===== config.mk =====
export PLATFORM = sky130hd
export DESIGN_NAME = pseudocode_lexer
export DESIGN_NICKNAME = d
export VERILOG_FILES = /design/src/hw/rtl/plx_pkg.sv /design/src/hw/rtl/plx_fifo.sv /design/src/hw/rtl/plx_core.sv /design/src/hw/rtl/pseudocode_lexer.sv
export SDC_FILE = /design/constraint.sdc
export NUM_CORES = 1
export LEC_CHECK = 0
export ABC_AREA = 1
export BUFFER_PORTS_ARGS = -buffer_cell sky130_fd_sc_hd__buf_2
export CORE_MARGIN = 2
export CORE_UTILIZATION = 57
export CTS_BUF_LIST = sky130_fd_sc_hd__clkbuf_16
export CTS_CLUSTER_DIAMETER = 40
export DETAILED_ROUTE_END_ITERATION = 6
export GPL_ROUTABILITY_DRIVEN = 0
export PLACE_DENSITY = 0.78
export SYNTH_ARGS = -nofsm -noshare
export SYNTH_HDL_FRONTEND = slang
export SYNTH_SLANG_ARGS = --single-unit

===== constraint.sdc =====
create_clock -name clk_i -period 5.5 [get_ports clk_i]
set_input_delay 0.825 -clock clk_i [delete_from_list [all_inputs] [get_ports clk_i]]
set_output_delay 0.825 -clock clk_i [all_outputs]
set_load 0.01 [all_outputs]

===== src/hw/rtl/plx_pkg.sv =====
`default_nettype none
package plx_pkg;

  localparam int KwBuf  = 12;
  localparam int KwIdxW = $clog2(KwBuf);
  localparam int IdLenW = $clog2(KwBuf + 2);
  localparam int NumKw  = 39;

  localparam logic [62:0] ValueMax = {63{1'b1}};
  localparam logic [5:0]  FracMax  = 6'd63;

  localparam logic [5:0] KindEof    = 6'd0;
  localparam logic [5:0] KindIdent  = 6'd1;
  localparam logic [5:0] KindKey0   = 6'd2;
  localparam logic [5:0] KindString = 6'd41;
  localparam logic [5:0] KindChar   = 6'd42;
  localparam logic [5:0] KindInt    = 6'd43;
  localparam logic [5:0] KindReal   = 6'd44;
  localparam logic [5:0] KindAssign = 6'd45;
  localparam logic [5:0] KindLe     = 6'd46;
  localparam logic [5:0] KindNe     = 6'd47;
  localparam logic [5:0] KindGe     = 6'd48;
  localparam logic [5:0] KindEq     = 6'd49;
  localparam logic [5:0] KindColon  = 6'd50;
  localparam logic [5:0] KindSingle = 6'd51;
  localparam logic [5:0] KindText   = 6'd52;

  // Keyword text is right-justified, so the first character sits in the highest used byte.
  localparam logic [95:0] KwText [NumKw] = '{
    "DECLARE", "INTEGER", "BOOLEAN", "REAL", "STRING", "CHAR", "TRUE", "FALSE",
    "INPUT", "OUTPUT", "IF", "THEN", "ELSE", "ENDIF", "WHILE", "DO", "ENDWHILE",
    "REPEAT", "UNTIL", "FOR", "TO", "STEP", "NEXT", "ARRAY", "OF", "DIV", "MOD",
    "AND", "OR", "NOT", "FUNCTION", "ENDFUNCTION", "PROCEDURE", "ENDPROCEDURE",
    "RETURN", "RETURNS", "CALL", "BYREF", "BYVAL"
  };
  localparam int KwLen [NumKw] = '{
    7, 7, 7, 4, 6, 4, 4, 5, 5, 6, 2, 4, 4, 5, 5, 2, 8,
    6, 5, 3, 2, 4, 4, 5, 2, 3, 3, 3, 2, 3, 8, 11, 9, 12,
    6, 7, 4, 5, 5
  };

  typedef struct packed {
    logic [7:0] source_byte;
    logic       end_of_input;
  } in_word_t;

  typedef struct packed {
    logic [5:0]  kind;
    logic [62:0] value;
    logic [5:0]  fraction_digits;
    logic [7:0]  text_char;
    logic [31:0] line;
    logic        token_error;
    logic        any_error;
    logic        last;
  } out_word_t;

  typedef struct packed {
    logic [1:0] cnt;
    out_word_t  w0;
    out_word_t  w1;
  } push_t;

  function automatic logic [5:0] kw_lookup(input logic [7:0] ib [KwBuf],
                                           input logic [IdLenW-1:0] len);
    logic [5:0] kind;
    logic       hit;
    kind = KindIdent;
    for (int k = 0; k < NumKw; k++) begin
      hit = (int'(len) == KwLen[k]);
      for (int i = 0; i < KwBuf; i++) begin
        if (i < KwLen[k]) begin
          if (ib[i] != KwText[k][8*(KwLen[k]-1-i) +: 8]) hit = 1'b0;
        end
      end
      if (hit && kind == KindIdent) kind = 6'(int'(KindKey0) + k);
    end
    return kind;
  endfunction

endpackage
`default_nettype wire


===== src/hw/rtl/plx_fifo.sv =====
`default_nettype none
module plx_fifo import plx_pkg::*; (
  input  wire        clk_i,
  input  wire        rst_ni,
  input  push_t      push_i,
  output logic       room_o,
  output logic       valid_o,
  input  wire        ready_i,
  output out_word_t  data_o
);

  out_word_t  mem_q [4];
  logic [1:0] rp_q, wp_q;
  logic [2:0] cnt_q;
  logic       pop;

  assign pop     = valid_o && ready_i;
  assign valid_o = (cnt_q != 3'd0);
  assign data_o  = mem_q[rp_q];
  // Room for two words, the most one input can make.
  assign room_o  = (cnt_q <= 3'd2);

  always_ff @(posedge clk_i) begin
    if (push_i.cnt != 2'd0) mem_q[wp_q] <= push_i.w0;
    if (push_i.cnt == 2'd2) mem_q[wp_q + 2'd1] <= push_i.w1;
  end

  always_ff @(posedge clk_i or negedge rst_ni) begin
    if (!rst_ni) begin
      rp_q  <= '0;
      wp_q  <= '0;
      cnt_q <= '0;
    end else begin
      wp_q  <= wp_q + push_i.cnt;
      if (pop) rp_q <= rp_q + 2'd1;
      cnt_q <= cnt_q + {1'b0, push_i.cnt} - {2'b0, pop};
    end
  end

endmodule
`default_nettype wire


===== src/hw/rtl/plx_core.sv =====
`default_nettype none
module plx_core import plx_pkg::*; (
  input  wire         clk_i,
  input  wire         rst_ni,
  input  wire         fire_i,
  input  in_word_t    word_i,
  input  wire         cfg_fire_i,
  input  wire  [31:0] cfg_data_i,
  output push_t       push_o
);

  localparam logic [3:0] MIdle = 4'd0, MIdent = 4'd1, MInt = 4'd2, MReal = 4'd3,
                         MStr = 4'd4, MCh1 = 4'd5, MCh2 = 4'd6, MChSkip = 4'd7,
                         MLt = 4'd8, MGt = 4'd9, MSlash = 4'd10, MComment = 4'd11;

  logic [3:0]        mode_q, mode_d;
  logic [31:0]       line_q, line_d;
  logic              any_q, any_d;
  logic [7:0]        ib_q [KwBuf];
  logic [7:0]        ib_d [KwBuf];
  logic [IdLenW-1:0] idlen_q, idlen_d;
  logic [62:0]       acc_q, acc_d;
  logic [5:0]        frac_q, frac_d;
  logic [7:0]        ch_q, ch_d;

  out_word_t  res [2];
  logic [1:0] cnt;
  logic [7:0] b;
  logic       is_alpha, is_digit, is_space, consumed;
  logic [66:0] acc_x10;
  logic [62:0] acc_next;
  logic [5:0]  kw_kind;

  function automatic out_word_t mk(input logic [5:0] kind, input logic [62:0] val,
                                   input logic [5:0] fd, input logic [7:0] tc,
                                   input logic err);
    out_word_t w;
    w = '0;
    w.kind = kind;
    w.value = val;
    w.fraction_digits = fd;
    w.text_char = tc;
    w.token_error = err;
    return w;
  endfunction

  assign b        = word_i.source_byte;
  assign is_alpha = (b >= 8'h41 && b <= 8'h5A) || (b >= 8'h61 && b <= 8'h7A);
  assign is_digit = (b >= 8'h30 && b <= 8'h39);
  assign is_space = (b == 8'h20) || (b >= 8'd9 && b <= 8'd13);
  assign acc_x10  = {1'b0, acc_q, 3'b0} + {3'b0, acc_q, 1'b0} + {63'b0, b[3:0]};
  assign acc_next = (acc_x10[66:63] != 4'd0) ? ValueMax : acc_x10[62:0];
  assign kw_kind  = (idlen_q <= IdLenW'(KwBuf)) ? kw_lookup(ib_q, idlen_q) : KindIdent;

  always_comb begin
    mode_d = mode_q; line_d = line_q; any_d = any_q; ib_d = ib_q;
    idlen_d = idlen_q; acc_d = acc_q; frac_d = frac_q; ch_d = ch_q;
    res[0] = '0; res[1] = '0; cnt = 2'd0; consumed = 1'b0;
    if (word_i.end_of_input) begin
      unique case (mode_q)
        MIdent:       begin res[cnt[0]] = mk(kw_kind, '0, '0, '0, 1'b0); cnt++; end
        MInt:         begin res[cnt[0]] = mk(KindInt, acc_q, '0, '0, 1'b0); cnt++; end
        MReal:        begin res[cnt[0]] = mk(KindReal, acc_q, frac_q, '0, 1'b0); cnt++; end
        MStr:         begin res[cnt[0]] = mk(KindString, '0, '0, '0, 1'b1); cnt++; end
        MCh1:         begin res[cnt[0]] = mk(KindChar, '0, '0, "?", 1'b1); cnt++; end
        MCh2, MChSkip: begin res[cnt[0]] = mk(KindChar, '0, '0, ch_q, 1'b1); cnt++; end
        MLt:          begin res[cnt[0]] = mk(KindSingle, '0, '0, "<", 1'b0); cnt++; end
        MGt:          begin res[cnt[0]] = mk(KindSingle, '0, '0, ">", 1'b0); cnt++; end
        MSlash:       begin res[cnt[0]] = mk(KindSingle, '0, '0, "/", 1'b0); cnt++; end
        default: ;
      endcase
      mode_d = MIdle;
      res[cnt[0]] = mk(KindEof, '0, '0, '0, 1'b0); cnt++;
    end else begin
      unique case (mode_q)
        MIdent: begin
          if (is_alpha || is_digit || b == "_") begin
            if (idlen_q < IdLenW'(KwBuf)) ib_d[idlen_q[KwIdxW-1:0]] = b;
            if (idlen_q <= IdLenW'(KwBuf)) idlen_d = idlen_q + 1'b1;
            res[cnt[0]] = mk(KindText, '0, '0, b, 1'b0); cnt++;
            consumed = 1'b1;
          end else begin
            res[cnt[0]] = mk(kw_kind, '0, '0, '0, 1'b0); cnt++;
          end
        end
        MInt: begin
          if (is_digit) begin
            acc_d = acc_next; consumed = 1'b1;
          end else if (b == ".") begin
            mode_d = MReal; frac_d = '0; consumed = 1'b1;
          end else begin
            res[cnt[0]] = mk(KindInt, acc_q, '0, '0, 1'b0); cnt++;
          end
        end
        MReal: begin
          if (is_digit) begin
            acc_d = acc_next;
            if (frac_q < FracMax) frac_d = frac_q + 6'd1;
            consumed = 1'b1;
          end else begin
            res[cnt[0]] = mk(KindReal, acc_q, frac_q, '0, 1'b0); cnt++;
          end
        end
        MStr: begin
          if (b == "\"") begin
            res[cnt[0]] = mk(KindString, '0, '0, '0, 1'b0); cnt++;
            mode_d = MIdle; consumed = 1'b1;
          end else if (b == 8'h0A) begin
            res[cnt[0]] = mk(KindString, '0, '0, '0, 1'b1); cnt++;
          end else begin
            res[cnt[0]] = mk(KindText, '0, '0, b, 1'b0); cnt++;
            consumed = 1'b1;
          end
        end
        MCh1: begin
          if (b == 8'h0A) begin
            res[cnt[0]] = mk(KindChar, '0, '0, "?", 1'b1); cnt++;
          end else begin
            ch_d = b; mode_d = MCh2; consumed = 1'b1;
          end
        end
        MCh2, MChSkip: begin
          if (b == 8'h27) begin
            res[cnt[0]] = mk(KindChar, '0, '0, ch_q, mode_q == MChSkip); cnt++;
            mode_d = MIdle; consumed = 1'b1;
          end else if (b == 8'h0A) begin
            res[cnt[0]] = mk(KindChar, '0, '0, ch_q, 1'b1); cnt++;
          end else begin
            mode_d = MChSkip; consumed = 1'b1;
          end
        end
        MLt: begin
          mode_d = MIdle; consumed = 1'b1;
          priority if (b == "-") begin
            res[cnt[0]] = mk(KindAssign, '0, '0, '0, 1'b0); cnt++;
          end else if (b == "=") begin
            res[cnt[0]] = mk(KindLe, '0, '0, '0, 1'b0); cnt++;
          end else if (b == ">") begin
            res[cnt[0]] = mk(KindNe, '0, '0, '0, 1'b0); cnt++;
          end else begin
            res[cnt[0]] = mk(KindSingle, '0, '0, "<", 1'b0); cnt++;
            consumed = 1'b0;
          end
        end
        MGt: begin
          mode_d = MIdle;
          if (b == "=") begin
            res[cnt[0]] = mk(KindGe, '0, '0, '0, 1'b0); cnt++;
            consumed = 1'b1;
          end else begin
            res[cnt[0]] = mk(KindSingle, '0, '0, ">", 1'b0); cnt++;
          end
        end
        MSlash: begin
          if (b == "/") begin
            mode_d = MComment; consumed = 1'b1;
          end else begin
            res[cnt[0]] = mk(KindSingle, '0, '0, "/", 1'b0); cnt++;
          end
        end
        MComment: begin
          consumed = !(b == 8'h0A || b == 8'h0D);
        end
        default: ;
      endcase
      // A byte the pending token refused is lexed afresh from idle.
      if (!consumed) begin
        mode_d = MIdle;
        priority if (is_space) begin
          if (b == 8'h0A) line_d = line_q + 32'd1;
        end else if (b == "\"") begin
          mode_d = MStr;
        end else if (b == 8'h27) begin
          mode_d = MCh1; ch_d = '0;
        end else if (is_alpha) begin
          mode_d = MIdent; ib_d[0] = b; idlen_d = IdLenW'(1);
          res[cnt[0]] = mk(KindText, '0, '0, b, 1'b0); cnt++;
        end else if (is_digit) begin
          mode_d = MInt; acc_d = {59'b0, b[3:0]}; frac_d = '0;
        end else if (b == "<") begin
          mode_d = MLt;
        end else if (b == ">") begin
          mode_d = MGt;
        end else if (b == "=") begin
          res[cnt[0]] = mk(KindEq, '0, '0, '0, 1'b0); cnt++;
        end else if (b == ":") begin
          res[cnt[0]] = mk(KindColon, '0, '0, '0, 1'b0); cnt++;
        end else if (b == "/") begin
          mode_d = MSlash;
        end else begin
          res[cnt[0]] = mk(KindSingle, '0, '0, b, 1'b0); cnt++;
        end
      end
    end
    res[0].line = line_q;
    res[1].line = line_q;
    res[0].any_error = any_q || res[0].token_error;
    res[1].any_error = res[0].any_error || res[1].token_error;
    res[0].last = (cnt == 2'd1);
    res[1].last = 1'b1;
    if (cnt != 2'd0) any_d = (cnt == 2'd2) ? res[1].any_error : res[0].any_error;
  end

  assign push_o.cnt = fire_i ? cnt : 2'd0;
  assign push_o.w0  = res[0];
  assign push_o.w1  = res[1];

  always_ff @(posedge clk_i) begin
    if (fire_i) begin
      ib_q    <= ib_d;
      idlen_q <= idlen_d;
      acc_q   <= acc_d;
      frac_q  <= frac_d;
      ch_q    <= ch_d;
    end
  end

  always_ff @(posedge clk_i or negedge rst_ni) begin
    if (!rst_ni) begin
      mode_q <= MIdle;
      line_q <= 32'd1;
      any_q  <= 1'b0;
    end else if (cfg_fire_i) begin
      line_q <= cfg_data_i;
    end else if (fire_i) begin
      mode_q <= mode_d;
      line_q <= line_d;
      any_q  <= any_d;
    end
  end

endmodule
`default_nettype wire


===== src/hw/rtl/pseudocode_lexer.sv =====
`default_nettype none
// Channel  Direction  Handshake                Word
// in       input      in_valid_i / in_ready_o  in_data_i (byte, end mark)
// out      output     out_valid_o / out_ready_i out_data_o (token fields)
// cfg      input      cfg_valid_i / cfg_ready_o cfg_data_i (start line)
//
// One input byte is lexed in the cycle it is accepted and its up to two result
// words land in a four-entry output queue. Input is held off unless the queue
// has room for two words, else a byte is taken every cycle; the output drains
// one word per cycle when read. Reset puts the lexer idle at line 1.
module pseudocode_lexer import plx_pkg::*; (
  input  wire         clk_i,
  input  wire         rst_ni,
  input  wire         in_valid_i,
  output logic        in_ready_o,
  input  in_word_t    in_data_i,
  output logic        out_valid_o,
  input  wire         out_ready_i,
  output out_word_t   out_data_o,
  input  wire         cfg_valid_i,
  output logic        cfg_ready_o,
  input  wire  [31:0] cfg_data_i
);

  push_t push;
  logic  room;

  assign in_ready_o  = room;
  assign cfg_ready_o = 1'b1;

  plx_core u_core (
    .clk_i      (clk_i),
    .rst_ni     (rst_ni),
    .fire_i     (in_valid_i && room),
    .word_i     (in_data_i),
    .cfg_fire_i (cfg_valid_i),
    .cfg_data_i (cfg_data_i),
    .push_o     (push)
  );

  plx_fifo u_fifo (
    .clk_i   (clk_i),
    .rst_ni  (rst_ni),
    .push_i  (push),
    .room_o  (room),
    .valid_o (out_valid_o),
    .ready_i (out_ready_i),
    .data_o  (out_data_o)
  );

endmodule
`default_nettype wire

==> impl_metrics.csv, run 1 <==
group,metric,value,unit
placed_design,place_hpwl,68600,um
synth,synthArstFlopShare,6.35,%
floorplan,initial_core_util,57.4,%
timing,setup_tns,0,ns
clocking,cts_tree,"yes",
floorplan,die_w,264,um
drt,wl,108000,um
synth,yosysUniqueCellTypes,68,
clocking,cts_buffers,96,
global_route,grt_first_pass_wirelength,169000,um
critical_path,crit_end,"u_core.acc_q[20]$_DFFE_PP_",
finish,area_growth,12.9,%
drt,via_per_inst,6.15,
synth,ys_ff_latch,693,
drt,drtIter0Drc,4288,
global_route,grt_max_degree,111,
finish,drive_above_1_share,10.2,%
critical_path,slowest_stage,"fa_1",
clocking,clk_pin_slew,0.05,ns
timing,finalCritPeriodShare,87.0,%
pwr,leakagePower,16.8,nW
global_route,overflow,0,
critical_path,end_kind,"flop",
clocking,cts.sinks,693,
timing,setup_viol,0,
pwr,ir_drop,0.326,mV
synth,syn_nets,4436,
synth,synth_commonest_cells,"nor2_1, edfxtp_1, nand2_1, o21ai_0, inv_1",
drt,firstDrtPassIters,7,
drt,vias,32800,
timing,period_needed,4.78,ns
global_route,track_usage,30.4,%
global_route,grtUsageMet3,5.51,%
critical_path,start_kind,"flop",
global_route,grt_pass1_vias,31400,
floorplan,rows,95,
global_route,grt_antenna_before_repair,3,
critical_path,path_class,"reg2reg",
clocking,cts_resized,0,
floorplan,die_y,264,um
drt,post-route-drc-count,37,
finish,antenna_cells,0,
critical_path,critPathArrivalTime,5.16,ns
timing,rsz0062_at_grt,"false",
synth,synth.most_common_cell,"nor2_1",
outcome,status,"finished with violations",
synth,avgSynthCellArea,9.03,sq um
synth,synth_edf_count,645,
clocking,clock_path_buffers,3,
clocking,clk_latency,0.67,ns
synth,synth_area_leader_cell,"edfxtp_1",
drt,wl_per_cell,20.2,um
clocking,htreeDepth,3,
critical_path,critPathMaxStageDelay,0.58,ns
synth,syn_area,0.0384,sq mm
critical_path,crit_top_cell,"nand2_1",
critical_path,critPathBufInv,2,
critical_path,rrSetupSlack,0.72,ns
critical_path,cp_num_cells,23,
timing,fmax,209,MHz
finish,nets,4563,
min_path,hold_class,"in2async",
clocking,postCtsSetupBuffers,0,
timing,worstMarginPinSlew,1.14,ns
synth,synth.area.top_cells,"edfxtp_1, nor2_1, nand2_1, o21ai_0, ha_1",
clocking,hold_buffers,0,
timing,finalClockSkew,0.0313,ns
synth,ys_seq_area_share,53.5,%
placed_design,dp_cells,5153,
critical_path,ff2ff_path_depth,23,
global_route,grt_util_met2,49.6,%
critical_path,crit_chain,"fa_1 -> inv_1 -> fa_1 -> nand3b_1 -> nand2_1 -> nand2_1 -> nand2_1 -> nand2_1 -> nand2_1 -> nand3_1 -> nand2_1 -> nand3_1 -> nand3_1 -> nand3_1 -> o211ai_1 -> nand2_1 -> o21ai_1 -> o21ai_0 -> a21oi_2 -> nand3_2 -> buf_12 -> o21ai_0 -> a31oi_1",
finish,fin_cells,5330,
synth,synth_top_area_share,50.4,%
outcome,violations,"DRC",
floorplan,io_pins,167,
timing,slew_headroom,24.3,%
global_route,met1_usage,39.7,%
floorplan,core-area,0.0669,sq mm
critical_path,path_delay_family,"simple AND/OR/NAND/NOR gates",
synth,ys.flop_type,"edfxtp_1",
global_route,busiest_layer,"met2",
synth,syn_inst,4251,
critical_path,worstPathRequired,5.88,ns
timing,slew_violations,0,
floorplan,dieArea,0.0694,sq mm
job,cap_viol_max_count,0,
timing,hold_viol,0,
clocking,cts-root-buf,"clkbuf_16",
placed_design,io_buffer_count,165,
drt,final_antenna_net_count,0,
synth,yosys_warnings,0,
critical_path,timing.rr.end,"u_core.acc_q[20]$_DFFE_PP_",
critical_path,worstPathMaxFanout,40,
pwr,p_per_area,500,mW/mm^2
==> through the flow <==
stage	utilization [%]	hold WS (ns)	setup slack, ns	total power, mW	area (sq um)
floorplan	-	0.444	0.716	12.6	38400
global placement	59.8	0.452	0.493	15.2	40000
detailed placement	59.8	0.465	0.328	15.4	40000
CTS	64.7	0.288	0.790	21.6	43300
global route	64.7	0.325	0.177	22.7	43300
finish	64.7	0.279	0.717	21.7	43300
==> registers in the layout, summed over array words and instances (netlist names), 4 cells and up, named ones only <==
| name | flops |
|---|---|
| u_core.ch_q | 8 |
| u_core.mode_q | 4 |
| u_core.line_q | 32 |
| u_core.acc_q | 62 |
| u_fifo.mem_q | 472 |
| u_core.idlen_q | 4 |
| u_core.ib_q | 96 |
| u_core.frac_q | 6 |
==> layout make-up <==
cell class	instances	area (sq um)
Fill cell	5295	23600
Sequential cell	693	20600
Multi-Input combinational cell	3006	15600
Clock buffer	96	2400
Timing Repair Buffer	220	1430
Inverter	361	1370
Tap cell	873	1090
Clock inverter	81	878
==> layer usage <==
layer	vias up	wire (um)
li1	15100	-
met1	15400	41900
met2	1896	50100
met3	372	10900
met4	2	4620
met5	-	12
==> worst min-delay path by stage <==
| stage | to | cells past startpoint | slack [ns] | startpoint |
|---|---|---|---|---|
| finish | u_core.line_q[29]$_DFFE_PN0P_ | 2 | 0.28 | rst_ni |
| global route | u_core.line_q[30]$_DFFE_PN0P_ | 2 | 0.33 | rst_ni |
| CTS | u_core.line_q[29]$_DFFE_PN0P_ | 2 | 0.29 | rst_ni |
| detailed placement | u_fifo.mem_q[2][0]$_SDFFE_PP1P_ | 1 | 0.46 | u_fifo.mem_q[2][0]$_SDFFE_PP1P_ |
| global placement | u_fifo.mem_q[1][0]$_SDFFE_PP1P_ | 1 | 0.45 | u_fifo.mem_q[1][0]$_SDFFE_PP1P_ |
| floorplan | u_fifo.mem_q[1][0]$_SDFFE_PP1P_ | 1 | 0.44 | u_fifo.mem_q[1][0]$_SDFFE_PP1P_ |
==> cells in the final DEF, fill, tap and decap left out, drive strengths merged, types with 11 or more instances in the layout <==
cell    count
nor2      974
edfxtp    645
nand2     560
o21ai     400
inv       385
buf       220
a21oi     204
o22ai     154
ha        136
nand3     117
clkbuf     96
nor3       82
a31oi      77
nand4      66
xor2       56
dfrtp      43
clkinv     40
nor4       27
xnor2      23
a22oi      12
a21o       11
o211ai     11
==> cell families after synthesis <==
logic type	after synthesis	synth area share, %
flops	693	53.5
fa+ha+maj	139	4.59
compound gates	936	13.8
buf+inv	552	5.98
other cells	1	0.00977
xor+xnor	79	1.80
mux	6	0.160
simple gates	1845	20.1
==> power breakdown <==
group          total, mW  leakage (nW)  switching [mW]  internal (mW)
combinational       8.19          8.60            5.67           2.51
clock               6.25          1.61            2.51           3.74
sequential          7.24          6.56           0.466           6.77
Note: power is estimated with default switching activity, not from simulation.
==> run 2: changes to the inputs <==
ABC_CLOCK_PERIOD_IN_PS = 5500   (was unset)
REMOVE_ABC_BUFFERS = 1   (was unset)
==> impl_metrics.csv, run 2 (synthesis results as in run 1) <==
group,metric,value,unit
pwr,finalPower,21.8,mW
clocking,cts_resized,0,
clocking,clk_pin_slew,0.06,ns
finish,final_common_cell,"nor2_1",
finish,final_cell_mix,"nor2_1, edfxtp_1, nand2_1, o21ai_0, inv_1",
clocking,htreeDepth,3,
finish,reg.largest.list,"u_fifo.mem_q: 472 flops, u_core.ib_q: 96 flops, u_core.acc_q: 62 flops",
drt,wl_per_cell,20.2,um
critical_path,end_kind,"flop",
timing,setup_viol,0,
pwr,ir_drop,0.446,mV
global_route,grt_max_degree,189,
finish,n_fill_cell,5326,
clocking,cts.sinks,693,
outcome,violations,"DRC",
floorplan,io_pins,167,
timing,finalClockSkew,0.0356,ns
global_route,overflow,0,
floorplan,die_y,264,um
placed_design,place_hpwl,69900,um
placed_design,io_buffer_count,165,
timing,finalCritPeriodShare,88.1,%
finish,utilization,64.8,%
drt,firstDrtPassIters,7,
clocking,cts-root-buf,"clkbuf_16",
drt,final_antenna_net_count,0,
drt,wl,108000,um
finish,postLayoutCellArea,0.0434,sq mm
timing,fmax,206,MHz
finish,nets,4566,
clocking,hold_buffers,0,
critical_path,worstPathRequired,5.87,ns
critical_path,start_kind,"flop",
timing,rsz0062_at_grt,"false",
global_route,grt_first_pass_wirelength,170000,um
timing,slew_headroom,27.9,%
job,cap_viol_max_count,0,
floorplan,rows,95,
pwr,leakagePower,16.8,nW
placed_design,dp_cells,5156,
floorplan,initial_core_util,57.4,%
timing,worstMarginPinSlew,1.08,ns
clocking,clock_path_buffers,3,
placed_design,dpl_cell_area,0.0400,sq mm
timing,hold_viol,0,
floorplan,die_w,264,um
finish,fin_cells,5340,
clocking,cts_buffers,96,
drt,via_per_inst,6.13,
critical_path,worstPathMaxFanout,26,
critical_path,path_class,"reg2reg",
floorplan,core-area,0.0669,sq mm
drt,post-route-drc-count,46,
timing,period_needed,4.84,ns
finish,drive_above_1_share,10.5,%
clocking,cts_tree,"yes",
critical_path,critPathArrivalTime,5.22,ns
clocking,clk_latency,0.68,ns
global_route,grt_pass1_vias,31600,
finish,largest-register,"u_fifo.mem_q",
global_route,grt_antenna_before_repair,2,
drt,drtIter0Drc,4118,
pwr,p_per_area,502,mW/mm^2
clocking,postCtsSetupBuffers,0,
floorplan,dieArea,0.0694,sq mm
min_path,hold_class,"in2async",
finish,area_growth,13.0,%
timing,slew_violations,0,
drt,vias,32800,
global_route,track_usage,30.6,%
outcome,status,"finished with violations",
finish,largest_register_ffs,472,
run 2: cell count changes in the layout (fill, tap and decap cells not counted):
cell        delta
clkinv_2       -2
clkinv_4       +7
inv_16         +1
clkinv_16      +1
inv_8          -4
clkinv_1      -10
buf_4          +9
diode_2        +2
inv_1          +4
buf_12         -6
clkinvlp_4     +8
run 2: critical path, cell delays in order, from the launching register on:
cell and delay [ns]:
edfxtp_1 0.47, fa_1 0.59, inv_1 0.06, fa_1 0.41
nand3b_1 0.19, nand2_1 0.10, nand2_1 0.06, nand2_1 0.05
nand2_1 0.04, nand2_1 0.16, nand3_1 0.11, nand2_1 0.19
nand3_1 0.10, nand3_1 0.22, nand3_1 0.11, o211ai_1 0.15
nand2_1 0.11, o21ai_1 0.23, o21ai_0 0.13, a21oi_2 0.28
nand3_2 0.13, buf_4 0.25, a211oi_1 0.25, o21ai_0 0.15
run 2: metal layers:
metal | wire length (um) | GRT usage (%) | vias to the layer above
met5 | 0 | 0 | -
met1 | 41700 | 40.0 | 15300
met3 | 10500 | 5.58 | 398
met2 | 50000 | 49.1 | 1895
li1 | - | - | 15200
met4 | 5440 | 16.0 | 0
run 2: final timing paths:
path | startpoint | end | slack (ns) | cells after the start
max | flop | u_core.acc_q[50]$_DFFE_PP_ | 0.66 | 23
min | rst_ni | u_core.line_q[5]$_DFFE_PN0P_ | 0.25 | 2
max reg2reg | flop | u_core.acc_q[50]$_DFFE_PP_ | 0.66 | 23
min reg2reg | u_fifo.mem_q[2][0]$_SDFFE_PP1P_ | u_fifo.mem_q[2][0]$_SDFFE_PP1P_ | 0.48 | 1
max in group asynchronous | rst_ni | u_fifo.rp_q[1]$_DFFE_PN0P_ | 4.75 | 2
min in group clk_i | cfg_data_i[27] | u_core.line_q[27]$_DFFE_PN0P_ | 0.35 | 2
run 2: metrics by stage:
step | worst slack (ns) | hold WS, ns | setup TNS, ns
2_1_floorplan | -3.74 | 0.444 | -565.58
3_3_place_gp | 0.408 | 0.455 | 0
3_5_place_dp | 0.219 | 0.460 | 0
4_1_cts | 0.775 | 0.265 | 0
5_1_grt | 0.341 | 0.290 | 0
6_report | 0.656 | 0.251 | 0
run 2: power breakdown:
group	switching [mW]	leakage [nW]	total (mW)	internal [mW]
clock	2.58	1.63	6.36	3.77
sequential	0.453	6.56	7.23	6.77
combinational	5.70	8.58	8.18	2.48
run 2: layout make-up:
type / instances / area, sq um / area share, %
Antenna cell: 2 / 5.00 / 0.0115
Clock buffer: 96 / 2400 / 5.54
Clock inverter: 86 / 972 / 2.24
Inverter: 361 / 1370 / 3.15
Multi-Input combinational cell: 3006 / 15600 / 36.0
Sequential cell: 693 / 20600 / 47.4
Tap cell: 873 / 1090 / 2.52
Timing Repair Buffer: 223 / 1370 / 3.17
